===== config.mk =====
export PLATFORM = sky130hd
export DESIGN_NAME = isotp_receive_session
export DESIGN_NICKNAME = d
export VERILOG_FILES = /design/src/isotp_pkg.sv /design/src/isotp_receive_session.sv /design/src/isotp_in_stage.sv /design/src/isotp_session.sv /design/src/isotp_out_stage.sv
export SDC_FILE = /design/constraint.sdc
export NUM_CORES = 1
export LEC_CHECK = 0
export BUFFER_PORTS_ARGS = -buffer_cell sky130_fd_sc_hd__buf_4
export CORE_ASPECT_RATIO = 1.1
export CORE_MARGIN = 2
export CORE_UTILIZATION = 45
export CTS_CLUSTER_DIAMETER = 200
export DETAILED_ROUTE_END_ITERATION = 10
export PLACE_DENSITY = 0.67
export SLEW_MARGIN = 40
export SYNTH_ARGS = -nofsm -noshare
export SYNTH_HDL_FRONTEND = slang
export SYNTH_SLANG_ARGS = --single-unit

===== constraint.sdc =====
create_clock -name clock -period 38.9 [get_ports clock]
set_clock_uncertainty 0.15 [all_clocks]
set_input_delay 3.89 -clock clock [delete_from_list [all_inputs] [get_ports clock]]
set_output_delay 3.89 -clock clock [all_outputs]
set_load 0.01 [all_outputs]

===== src/isotp_pkg.sv =====
// Shared types and constants for the transport-layer receive session.
`default_nettype none
package isotp_pkg;

   localparam logic [3:0] SF_ID = 4'h0;
   localparam logic [3:0] FF_ID = 4'h1;
   localparam logic [3:0] CF_ID = 4'h2;
   localparam logic [3:0] FC_ID = 4'h3;

   localparam logic [1:0] START_OK   = 2'd0;
   localparam logic [1:0] START_OVFL = 2'd1;

   localparam logic [2:0] CF_PAYLOAD = 3'd7;

   typedef enum logic [1:0] {
      PH_WAIT = 2'd0,
      PH_RECV = 2'd1,
      PH_SUSP = 2'd2
   } phase_type;

   typedef enum logic [1:0] {
      FS_CTS  = 2'd0,
      FS_WAIT = 2'd1,
      FS_OVFL = 2'd2
   } flow_status_type;

   typedef enum logic [1:0] {
      IND_NONE = 2'd0,
      IND_OK   = 2'd1,
      IND_FAIL = 2'd2
   } ind_type;

   typedef struct packed {
      logic [15:0] pdu_id;
      logic [47:0] pci_bytes;
      logic [1:0]  start_status;
      logic [15:0] buffer_avail;
      logic        copy_status;
   } req_type;

   typedef struct packed {
      logic            fc_send;
      flow_status_type flow_status;
      logic [7:0]      fc_blocks;
      logic [2:0]      copy_len;
      ind_type         indication;
      logic [15:0]     indication_id;
      phase_type       phase_out;
   } rsp_type;

endpackage
`default_nettype wire


===== src/isotp_receive_session.sv =====
// Top level of the transport-layer receive session.
//
//  channel | ports                          | carries
//  --------+--------------------------------+-----------------------------------
//  req     | req_valid, req_stall, req_data | received frame PCI, id, upper answers
//  rsp     | rsp_valid, rsp_stall, rsp_data | flow control, copy length, end report
//
//  One beat per cycle while the result side is not stalled; each frame passes
//  the two register stages: the input register, then the result register.
//  Session state updates as the frame moves from the input to the result register.
//  Reset is synchronous and clears both stage valids and the session state.
//  A stalled result holds; the input register still takes one further beat.
`default_nettype none
module isotp_receive_session (
   input  wire logic              clock,
   input  wire logic              reset,
   input  wire logic              req_valid,
   output logic                   req_stall,
   input  wire isotp_pkg::req_type req_data,
   output logic                   rsp_valid,
   input  wire logic              rsp_stall,
   output isotp_pkg::rsp_type     rsp_data
);
   import isotp_pkg::*;

   logic    in_valid, out_free, fire;
   req_type in_data;
   rsp_type result;

   assign fire = in_valid && out_free;

   isotp_in_stage u_in (
      .clock     (clock),
      .reset     (reset),
      .req_valid (req_valid),
      .req_stall (req_stall),
      .req_data  (req_data),
      .fire      (fire),
      .in_valid  (in_valid),
      .in_data   (in_data)
   );

   isotp_session u_session (
      .clock   (clock),
      .reset   (reset),
      .fire    (fire),
      .in_data (in_data),
      .result  (result)
   );

   isotp_out_stage u_out (
      .clock     (clock),
      .reset     (reset),
      .fire      (fire),
      .result    (result),
      .out_free  (out_free),
      .rsp_valid (rsp_valid),
      .rsp_stall (rsp_stall),
      .rsp_data  (rsp_data)
   );

   a_stall_only_when_blocked: assert property (@(posedge clock) disable iff (reset)
      req_stall |-> (rsp_valid && rsp_stall))
      else $error("input stalled while result side is free");

   a_fire_gives_result: assert property (@(posedge clock) disable iff (reset)
      fire |=> rsp_valid)
      else $error("processed beat produced no result");

   a_held_result_blocks_fire: assert property (@(posedge clock) disable iff (reset)
      (rsp_valid && rsp_stall) |-> !fire)
      else $error("result overwritten while stalled");

endmodule
`default_nettype wire


===== src/isotp_in_stage.sv =====
// Input register: holds one received frame beat until the session logic takes it.
`default_nettype none
module isotp_in_stage (
   input  wire logic              clock,
   input  wire logic              reset,
   input  wire logic              req_valid,
   output logic                   req_stall,
   input  wire isotp_pkg::req_type req_data,
   input  wire logic              fire,
   output logic                   in_valid,
   output isotp_pkg::req_type     in_data
);
   import isotp_pkg::*;

   logic    valid_ff, valid_in;
   req_type data_ff;
   logic    load;

   assign req_stall = valid_ff && !fire;
   assign load      = req_valid && !req_stall;
   assign valid_in  = load || (valid_ff && !fire);

   always_ff @(posedge clock) begin
      if (reset) begin
         valid_ff <= 1'b0;
      end else begin
         valid_ff <= valid_in;
      end
   end

   always_ff @(posedge clock) begin
      if (load) begin
         data_ff <= req_data;
      end
   end

   assign in_valid = valid_ff;
   assign in_data  = data_ff;

endmodule
`default_nettype wire


===== src/isotp_session.sv =====
// Session state and single-pass frame handling: decode, sequence check, block count.
`default_nettype none
module isotp_session (
   input  wire logic              clock,
   input  wire logic              reset,
   input  wire logic              fire,
   input  wire isotp_pkg::req_type in_data,
   output isotp_pkg::rsp_type     result
);
   import isotp_pkg::*;

   localparam logic [16:0] RECIP_7 = 17'd74899;

   phase_type   phase_ff, phase_in;
   logic [15:0] session_ff, session_in;
   logic [15:0] total_ff, total_in;
   logic [15:0] recv_ff, recv_in;
   logic [3:0]  seq_ff, seq_in;
   logic [7:0]  but_ff, but_in;

   logic [3:0]  pci_kind, nib;
   logic        is_sf, is_ff, is_cf;
   logic [11:0] ff_len12;
   logic        ff_escape, too_big;
   logic [15:0] ff_len;
   logic [15:0] rem_cur, recv_new, rem_sel;
   logic [2:0]  cf_copy;
   logic [16:0] bc_arg;
   logic [33:0] bc_prod;
   logic [14:0] blocks;
   logic        blocks_nz;
   logic [7:0]  blocks_sat, but_dec;
   logic        in_recv, sf_take, sf_fit, ff_open, ff_ovfl;
   logic        cf_hit, seq_ok, cf_good, cf_fail, cf_done, cf_more, cf_cts, cf_wait;

   assign pci_kind = in_data.pci_bytes[47:44];
   assign nib      = in_data.pci_bytes[43:40];

   always_comb begin
      is_sf = 1'b0;
      is_ff = 1'b0;
      is_cf = 1'b0;
      unique case (pci_kind)
         SF_ID:   is_sf = 1'b1;
         FF_ID:   is_ff = 1'b1;
         CF_ID:   is_cf = 1'b1;
         FC_ID:   ;
         default: ;
      endcase
   end

   assign ff_len12  = {nib, in_data.pci_bytes[39:32]};
   assign ff_escape = (ff_len12 == 12'd0);
   assign too_big   = ff_escape && (in_data.pci_bytes[31:16] != 16'd0);
   assign ff_len    = ff_escape ? in_data.pci_bytes[15:0] : {4'd0, ff_len12};

   assign rem_cur  = total_ff - recv_ff;
   assign cf_copy  = (rem_cur < {13'd0, CF_PAYLOAD}) ? rem_cur[2:0] : CF_PAYLOAD;
   assign recv_new = recv_ff + {13'd0, cf_copy};
   assign rem_sel  = (phase_ff == PH_RECV) ? (total_ff - recv_new) : ff_len;

   // ceil(rem / 7) when the buffer holds the rest, else floor(avail / 7)
   assign bc_arg     = ({1'b0, in_data.buffer_avail} >= {1'b0, rem_sel})
                       ? ({1'b0, rem_sel} + 17'd6) : {1'b0, in_data.buffer_avail};
   assign bc_prod    = {17'd0, bc_arg} * {17'd0, RECIP_7};
   assign blocks     = bc_prod[33:19];
   assign blocks_nz  = (blocks != 15'd0);
   assign blocks_sat = (blocks[14:8] != 7'd0) ? 8'hFF : blocks[7:0];
   assign but_dec    = (but_ff != 8'd0) ? (but_ff - 8'd1) : 8'd0;

   assign in_recv = (phase_ff == PH_RECV);
   assign sf_take = !in_recv && is_sf && (nib != 4'd0) && !nib[3]
                    && (in_data.start_status == START_OK);
   assign sf_fit  = ({12'd0, nib} <= in_data.buffer_avail);
   assign ff_open = !in_recv && is_ff && (in_data.start_status == START_OK) && !too_big;
   assign ff_ovfl = !in_recv && is_ff && ((in_data.start_status == START_OVFL)
                    || ((in_data.start_status == START_OK) && too_big));
   assign cf_hit  = in_recv && is_cf && (in_data.pdu_id == session_ff);
   assign seq_ok  = (nib == seq_ff);
   assign cf_good = cf_hit && seq_ok && !in_data.copy_status;
   assign cf_fail = cf_hit && (!seq_ok || in_data.copy_status);
   assign cf_done = cf_good && (recv_new == total_ff);
   assign cf_more = cf_good && !cf_done;
   assign cf_cts  = cf_more && blocks_nz && (but_dec == 8'd0);
   assign cf_wait = cf_more && !blocks_nz;

   // next state
   always_comb begin
      phase_in   = phase_ff;
      session_in = session_ff;
      total_in   = total_ff;
      recv_in    = recv_ff;
      seq_in     = seq_ff;
      but_in     = but_ff;
      priority if (sf_take || ff_ovfl || cf_fail || cf_done) begin
         phase_in = PH_WAIT;
         total_in = 16'd0;
         recv_in  = 16'd0;
         seq_in   = 4'd0;
         but_in   = 8'd0;
      end else if (ff_open) begin
         session_in = in_data.pdu_id;
         total_in   = ff_len;
         recv_in    = 16'd0;
         seq_in     = 4'd1;
         phase_in   = blocks_nz ? PH_RECV : PH_SUSP;
         but_in     = blocks_nz ? blocks_sat : 8'd0;
      end else if (cf_more) begin
         recv_in  = recv_new;
         seq_in   = seq_ff + 4'd1;
         phase_in = blocks_nz ? PH_RECV : PH_SUSP;
         but_in   = cf_cts ? blocks_sat : but_dec;
      end else begin
      end
   end

   // result beat
   always_comb begin
      result               = '0;
      result.flow_status   = FS_CTS;
      result.indication    = IND_NONE;
      result.phase_out     = phase_in;
      if (sf_take) begin
         result.copy_len      = sf_fit ? nib[2:0] : 3'd0;
         result.indication    = (sf_fit && !in_data.copy_status) ? IND_OK : IND_FAIL;
         result.indication_id = in_data.pdu_id;
      end
      if (ff_open) begin
         result.fc_send     = 1'b1;
         result.flow_status = blocks_nz ? FS_CTS : FS_WAIT;
         result.fc_blocks   = blocks_nz ? blocks_sat : 8'd0;
      end
      if (ff_ovfl) begin
         result.fc_send     = 1'b1;
         result.flow_status = FS_OVFL;
      end
      if (cf_hit && seq_ok) begin
         result.copy_len = cf_copy;
      end
      if (cf_fail || cf_done) begin
         result.indication    = cf_done ? IND_OK : IND_FAIL;
         result.indication_id = session_ff;
      end
      if (cf_cts) begin
         result.fc_send   = 1'b1;
         result.fc_blocks = blocks_sat;
      end
      if (cf_wait) begin
         result.fc_send     = 1'b1;
         result.flow_status = FS_WAIT;
      end
   end

   always_ff @(posedge clock) begin
      if (reset) begin
         phase_ff   <= PH_WAIT;
         session_ff <= 16'd0;
         total_ff   <= 16'd0;
         recv_ff    <= 16'd0;
         seq_ff     <= 4'd0;
         but_ff     <= 8'd0;
      end else if (fire) begin
         phase_ff   <= phase_in;
         session_ff <= session_in;
         total_ff   <= total_in;
         recv_ff    <= recv_in;
         seq_ff     <= seq_in;
         but_ff     <= but_in;
      end
   end

   a_recv_has_credit: assert property (@(posedge clock) disable iff (reset)
      (phase_ff == PH_RECV) |-> (but_ff != 8'd0))
      else $error("receiving with no block credit");

   a_recv_not_full: assert property (@(posedge clock) disable iff (reset)
      (phase_ff == PH_RECV) |-> (recv_ff < total_ff))
      else $error("receiving after all bytes counted");

   a_wait_clear: assert property (@(posedge clock) disable iff (reset)
      (phase_ff == PH_WAIT) |-> (total_ff == 16'd0 && recv_ff == 16'd0 && but_ff == 8'd0))
      else $error("idle session holds stale counters");

endmodule
`default_nettype wire


===== src/isotp_out_stage.sv =====
// Result register: holds one result beat until the receiver takes it.
`default_nettype none
module isotp_out_stage (
   input  wire logic              clock,
   input  wire logic              reset,
   input  wire logic              fire,
   input  wire isotp_pkg::rsp_type result,
   output logic                   out_free,
   output logic                   rsp_valid,
   input  wire logic              rsp_stall,
   output isotp_pkg::rsp_type     rsp_data
);
   import isotp_pkg::*;

   logic    valid_ff, valid_in;
   rsp_type data_ff;

   assign out_free = !valid_ff || !rsp_stall;
   assign valid_in = fire || (valid_ff && rsp_stall);

   always_ff @(posedge clock) begin
      if (reset) begin
         valid_ff <= 1'b0;
      end else begin
         valid_ff <= valid_in;
      end
   end

   always_ff @(posedge clock) begin
      if (fire) begin
         data_ff <= result;
      end
   end

   assign rsp_valid = valid_ff;
   assign rsp_data  = data_ff;

endmodule
`default_nettype wire


## After elaboration in Yosys (flattened, before gate mapping)

Index checks and enable logic that the tools add are counted.

- Output and inout port bits: 36
- Word-level logic and storage cells: 134
- Register bits: 181

- Equal/unequal tests: 7
- Reduce and logical (&&, ||, !) cells: 60
- Add/sub/neg operators: 6
- Muxes and demuxes: 36
- Multiply operators: 1
- Bitwise gates (word level): 1
- Magnitude comparators: 3

Operator list:

| operator | number |
|---|---|
| two-way mux 16 bit | 7 |
| two-way mux 8 bit | 8 |
| multiplier 17 x 17 -> 34 bit, second input constant | 1 |
| == test 16 bit | 2 |
| subtractor 16 bit | 2 |
| logical AND 1 bit | 25 |
| two-way mux 21 bit | 1 |
| two-way mux 18 bit | 1 |
| adder 16 x 3 -> 17 bit, second input constant | 1 |
| two-way mux 17 bit | 1 |
| adder 16 x 3 -> 16 bit | 1 |
| >= comparator 16 bit | 1 |
| <= comparator 4 x 16 -> 1 bit | 1 |
| < comparator 16 x 3 -> 1 bit, second input constant | 1 |
| nonzero test 16 bit | 1 |
| nonzero test 15 bit | 1 |
| two-way mux 2 bit | 7 |
| logical NOT 12 bit | 1 |
| two-way mux 4 bit | 3 |
| logical NOT 1 bit | 11 |
| two-way mux 11 bit | 1 |
| logical OR 1 bit | 9 |
| two-way mux 3 bit | 3 |
| logical NOT 8 bit | 1 |
| 18 further kinds | 23 |

## Depth between registers and ports, before layout

- Depth after elaboration: 16
- Mapped depth: 67
- Depth with buffers taken out: 62

## Modules after synthesis

A second synthesis with hierarchy kept.

- Cell total of the unflattened synthesis: 1540
- Area, all modules: 14493.9 sq um

Modules (own cells, without submodules):

| module | instances | cells an instance | area each (sq um) |
|---|---|---|---|
| isotp_session | 1 | 1414 | 10891.7 |
| isotp_in_stage | 1 | 87 | 2542.4 |
| isotp_out_stage | 1 | 38 | 1053.5 |
| isotp_receive_session | 1 | 1 | 6.3 |

## Worst setup path after synthesis

OpenSTA, ideal clock, no wires.

- Kind: register -> register
- From: register u_session.recv_ff[0]
- To: register u_out.data_ff, in the netlist u_out.rsp_data[0] (data pin)
- Period minus slack after synthesis: 13466 ps
- Library setup time: 262 ps
- Stages on the path, launching flop included: 63
- Required time: 38488 ps
- Path slack: 25434 ps
- Arrival time: 13054 ps
- Path through: dfxtp_1 > ha_1 > inv_1 > fa_1 > a21o_1 > a21oi_1 > nand2b_1 > nor3b_1 > or4_1 > nor4_2 > and3_1 > clkbuf_1 > nand2_1 > ha_1 > nand2_1 > a41oi_1 > o21ai_0 > nand2b_1 > (+27 left out) > inv_1 > fa_1 > inv_1 > fa_1 > inv_1 > fa_1 > inv_1 > ha_1 > and4_1 > nand4_1 > a2111oi_0 > and2_1 > mux2i_1 > a211o_1 > nor4_2 > nand3_1 > a21oi_2 > nor3b_1

RTL lines:

| what | line | text |
|---|---|---|
| start: declaration | isotp_session.sv:17 | `logic [15:0] recv_ff, recv_in;` |
| start signal: assignment | isotp_session.sv:166 | `recv_ff <= recv_in;` |
| end signal: assignment | isotp_out_stage.sv:31 | `data_ff <= result;` |
| end: declaration | isotp_out_stage.sv:16 | `rsp_type data_ff;` |

## Final worst setup path

- From: register u_session.recv_ff[0]
- To: register u_session.but_ff[6]

- Word-level cells in the longest chain between the ends: 16
- Elaborated cells on any way between the ends: 27

RTL lines:

| what | line | text |
|---|---|---|
| subtractor 16 bit | isotp_session.sv:57 | `assign rem_cur = total_ff - recv_ff;` |
| < comparator 16 x 3 -> 1 bit | isotp_session.sv:58 | `assign cf_copy = (rem_cur < {13'd0, CF_PAYLOAD}) ? rem_cur[2:0] : CF_PAYLOAD;` |
| two-way mux 3 bit | isotp_session.sv:58 |  |
| adder 16 x 3 -> 16 bit * | isotp_session.sv:59 | `assign recv_new = recv_ff + {13'd0, cf_copy};` |
| subtractor 16 bit | isotp_session.sv:60 | `assign rem_sel = (phase_ff == PH_RECV) ? (total_ff - recv_new) : ff_len;` |
| two-way mux 16 bit | isotp_session.sv:60 |  |
| adder 16 x 3 -> 17 bit / >= comparator 16 bit (equally long branches) | isotp_session.sv:64, isotp_session.sv:63 |  |
| two-way mux 17 bit | isotp_session.sv:64 | `? ({1'b0, rem_sel} + 17'd6) : {1'b0, in_data.buffer_avail};` |
| multiplier 17 x 17 -> 34 bit | isotp_session.sv:65 | `assign bc_prod = {17'd0, bc_arg} * {17'd0, RECIP_7};` |
| nonzero test 15 bit | isotp_session.sv:67 | `assign blocks_nz = (blocks != 15'd0);` |
| logical AND 1 bit (2 in series) | isotp_session.sv:84 | `assign cf_cts = cf_more && blocks_nz && (but_dec == 8'd0);` |
| two-way mux 8 bit | isotp_session.sv:112 | `but_in = cf_cts ? blocks_sat : but_dec;` |
| two-way mux 8 bit | isotp_session.sv:108 | `end else if (cf_more) begin` |
| two-way mux 8 bit | isotp_session.sv:101 | `end else if (ff_open) begin` |
| two-way mux 8 bit | isotp_session.sv:95 | `priority if (sf_take \|\| ff_ovfl \|\| cf_fail \|\| cf_done) begin` |
| end signal: assignment | isotp_session.sv:168 | `but_ff <= but_in;` |
| end: declaration | isotp_session.sv:19 | `logic [7:0] but_ff, but_in;` |

Mark *: on every way between the ends. The rest lies on a longest branch, timed or not. The select of a mux whose other input is x is not followed.
A chain may end at the register's enable or synchronous reset.

==> summary by stage <==
Place
The number of I/O port buffers is about 120. Before CTS, the worst setup slack after placement is 23.95 ns. The post-placement cell count is 2081. The final weighted congestion in routability-driven placement is 0.983. The HPWL after detailed placement is about 33000 µm.

Yosys
By area the synthesized netlist is led by sky130_fd_sc_hd__edfxtp_1 24%, sky130_fd_sc_hd__ha_1 15%, sky130_fd_sc_hd__dfxtp_1 8.8%. The synthesized design devotes to its leading area cell type 24.1% of total area. The synthesized design contains 181 register bits. Counting every instance in the synthesized netlist gives 1567. The count of different cell masters after synthesis is 81. The synthesized area divided by synthesized cell count is 9.31 µm².

The share of synthesized registers carrying an async set or reset is 0%. The count of flip-flops with a built-in enable after synthesis is 117. The number of nets in the synthesized netlist is 1886. The library cell occupying the most area in the post-synthesis netlist is sky130_fd_sc_hd__edfxtp_1. Sequential cells were found to cover 32.9% of the synthesized design area. The Yosys step of the flow raised 0 warnings. For this run, the leading register cell type out of synthesis is sky130_fd_sc_hd__edfxtp_1. The post-synthesis instance area is 0.0146 mm².

STA
The number of hold violations in the final report came to 0. The final number of max-transition violations is 0. The worst-margin pin slew is around 0.9 ns. Measured against its own limit, the worst slew margin works out to 39.4%. The achievable frequency is between 0.06 and 0.07 GHz.

The worst path uses 37.8% of the clock period. The final sum of negative setup slack is 0 ns. The count of endpoints failing setup in the final report is 0. The final critical-path setup slack is 24.18 ns. The clock period could shrink to 14.72 ns. Setup repair after global routing left no endpoint under its margin.

CTS
The number of H-tree levels is 4. The clock latency reported for the late side of the worst-skew pair is ~0.44 ns. The total setup buffers inserted after CTS is 0. The clock root buffer is sky130_fd_sc_hd__clkbuf_16.

Hold repair after CTS inserted 0 buffers. The number of buffers created by CTS is 17. The clock tree from TritonCTS is yes.

The clock transition at the register clock pins on the worst setup and hold paths after CTS is 0.07 ns. The number of gates resized after CTS was 0. The maximum count of clock buffers along a single path is 2.

The clock sink total is 181.

Critical path
The setup path with the least slack is of type reg2reg. The nature of the critical path endpoint is a flop. In this run the register-to-register setup slack is 24.18 ns.

The type of origin of the critical path is a flop. At the worst endpoint, the required time is a little under 40 ns. The critical path ends at u_session.but_ff[6]$_SDFFE_PP0P_. The critical path's largest stage delay is 0.58 ns. The worst register-to-register path ends at u_session.but_ff[6]$_SDFFE_PP0P_. Of all nets on the critical path, the largest fanout is 30.

In this run the worst setup path begins at u_session.recv_ff[0]$_SDFFE_PP0P_. The worst reg2reg path depth is 59. The startpoint identified for the worst register-to-register timing path is u_session.recv_ff[0]$_SDFFE_PP0P_. Data arrives at the worst endpoint at 14.90 ns. The critical path's most frequent cell is sky130_fd_sc_hd__ha_1.

The worst-path cell with the longest stage delay is sky130_fd_sc_hd__fa_1.

Route
The average vias per placed instance is about 5.7. The average wire per cell in the routed design is 19.6 µm. Summed over all layers, the routed wires come to between 40000 and 50000 µm.

Across all layers, the routed design uses ~12k vias. The count of nets left with antenna violations after detail routing is 0. The first routing iteration left 1087 violations. In the routed design, unresolved DRC markers number 0. The first TritonRoute pass finished after 5 iterations.

Power and ir drop
The cell leakage power is between 7 and 8 nW. The combinational cell fraction of total power is 63.3%. The largest voltage drop on the vdd net is about 0.055 mV.

The switching power as a share of total power is a little under half. The switching power is slightly above 0.5 mW. The portion of total power attributed to sequential cells is 20.6%. The power per cell area is ~64 mW/mm².

Internal power comes to 0.557 mW. The clock network is responsible for 16.1% of the overall power.

Die
The count of pins on the block boundary is 123. The floorplan step set the die width to roughly 180 µm. The number of rows created at floorplan is 69. The starting utilization of the core area is a little under half.

The core footprint is around 0.032 mm². The vertical die dimension is 193 µm. The die covers 0.0339 mm².

Global routing
The via count of the first global-routing pass is 12.0k. The first global-routing pass estimated 64800 µm of wire. The number of antenna violations at the first check in global routing came to 2.

Entering global routing, the biggest net connects 84 pins. The global-route total usage across every layer is 24.7%. After global routing the overflow that remains totals 0.

Min path
The min-delay analysis places its worst path in the category reg2reg.

Job
The tool flagged a number of max-cap violations equal to 0.

Layout
The area growth from synthesis to layout is 13.5%. The total number of nets in the final design is 1993. Leaving out fill and tap cells, the most frequent cells in the layout are 176 x sky130_fd_sc_hd__ha_1, 158 x sky130_fd_sc_hd__inv_1, 131 x sky130_fd_sc_hd__nand2_1. The ratio of cells with drive above 1 in the final layout is 11.7%. The library cell used most frequently in the layout, excluding fill and tap cells, is sky130_fd_sc_hd__ha_1. The number of standard cells in the final layout excluding fillers is 2115. The core utilization of the finished layout is just over 50%.

Run status
The run finished with clean final reports.
==> per-stage QoR <==
step                      power (mW)  hold slack, ns  cell area [µm²]
after global routing            1.16           0.355            16600
after global placement         0.874           0.316            15900
after detailed placement       0.882           0.324            16000
final                           1.06           0.336            16600
after CTS                       1.06           0.334            16500
after floorplan                0.709           0.301            14600
==> cell type report <==
| class | instances | area [µm²] |
|---|---|---|
| Clock inverter | 13 | 139 |
| Fill cell | 2966 | 15600 |
| Sequential cell | 181 | 4790 |
| Antenna cell | 2 | 5.00 |
| Inverter | 158 | 593 |
| Tap cell | 426 | 533 |
| Multi-Input combinational cell | 1186 | 9080 |
| Timing Repair Buffer | 130 | 980 |
| Clock buffer | 19 | 433 |
==> cells by family (layout without fill, tap and decap cells) <==
logic type | after synthesis | after routing | synth area share [%]
buffers and inverters | 200 | 320 | 5.16
and+or+nand+nor | 475 | 475 | 16.3
other | 0 | 2 | 0
DFF | 181 | 181 | 32.9
muxes | 9 | 9 | 0.626
AOI/OAI and AO/OA | 391 | 391 | 17.6
adders and majority gates | 232 | 232 | 22.8
xor gates and xnor gates | 79 | 79 | 4.74
==> Yosys cell counts (10+ instances only) <==
library cell	instances
sky130_fd_sc_hd__ha_1	176
sky130_fd_sc_hd__nand3_1	32
sky130_fd_sc_hd__edfxtp_1	117
sky130_fd_sc_hd__a21o_1	24
sky130_fd_sc_hd__o21ai_0	76
sky130_fd_sc_hd__clkbuf_1	40
sky130_fd_sc_hd__fa_1	56
sky130_fd_sc_hd__xor2_1	29
sky130_fd_sc_hd__nor3_1	26
sky130_fd_sc_hd__a21oi_1	129
sky130_fd_sc_hd__nor2b_1	10
sky130_fd_sc_hd__nand2b_1	22
sky130_fd_sc_hd__and3_1	16
sky130_fd_sc_hd__nand2_1	132
sky130_fd_sc_hd__and4_1	10
sky130_fd_sc_hd__o21a_1	23
sky130_fd_sc_hd__a22o_1	19
sky130_fd_sc_hd__nor4_1	24
sky130_fd_sc_hd__a211oi_1	13
sky130_fd_sc_hd__or3_1	10
sky130_fd_sc_hd__xnor2_1	50
sky130_fd_sc_hd__dfxtp_1	64
sky130_fd_sc_hd__nand4_1	17
sky130_fd_sc_hd__nor2_1	128
sky130_fd_sc_hd__inv_1	158
sky130_fd_sc_hd__and2_1	10
sky130_fd_sc_hd__a31oi_1	13
==> registers in the layout, summed over array words and instances (netlist names) <==
name,flops
u_session.recv_ff,16
u_out.rsp_data,34
u_in.in_data,83
u_session.total_ff,16
u_in.in_valid,1
u_out.rsp_valid,1
u_session.session_ff,16
u_session.seq_ff,4
u_session.but_ff,8
u_session.phase_ff,2
==> critical path, delay by kind of cell (launching register included) <==
family / cells / cell delay (ns)
AO/OA/AOI/OAI: 22 / 4.67
adder cells (fa/ha/maj): 11 / 4.55
AND/OR/NAND/NOR: 18 / 3.89
XOR/XNOR: 3 / 0.63
flip-flops: 1 / 0.42
buffers and inverters: 5 / 0.29
==> worst min path at each step <==
stage,cells after the start,to,startpoint
6_report,2,u_session.session_ff[10]$_SDFFE_PP0P_,u_session.session_ff[10]$_SDFFE_PP0P_
5_1_grt,2,u_session.session_ff[13]$_SDFFE_PP0P_,u_session.session_ff[13]$_SDFFE_PP0P_
4_1_cts,2,u_session.session_ff[10]$_SDFFE_PP0P_,u_session.session_ff[10]$_SDFFE_PP0P_
3_5_place_dp,2,u_session.session_ff[10]$_SDFFE_PP0P_,u_session.session_ff[10]$_SDFFE_PP0P_
3_3_place_gp,2,u_session.session_ff[11]$_SDFFE_PP0P_,u_session.session_ff[11]$_SDFFE_PP0P_
2_1_floorplan,2,u_out.rsp_valid$_SDFF_PP0_,u_in.in_valid$_SDFF_PP0_
==> power groups by stage <==
stage	sequential [mW]	combinational (mW)	clock, mW
floorplan	0.221	0.488	0
global placement	0.222	0.652	0
detailed placement	0.222	0.660	0
CTS	0.218	0.665	0.175
global route	0.218	0.757	0.180
finish	0.218	0.671	0.171
==> metal layers <==
layer	up-vias	global-route usage, %	part of all wire [%]
li1	5863	-	-
met1	5847	30.2	42
met2	355	44.3	50
met3	81	2.86	4.6
met4	0	9.95	3.6
met5	-	0	0
No activity file was read; power rests on OpenSTA's default activity.
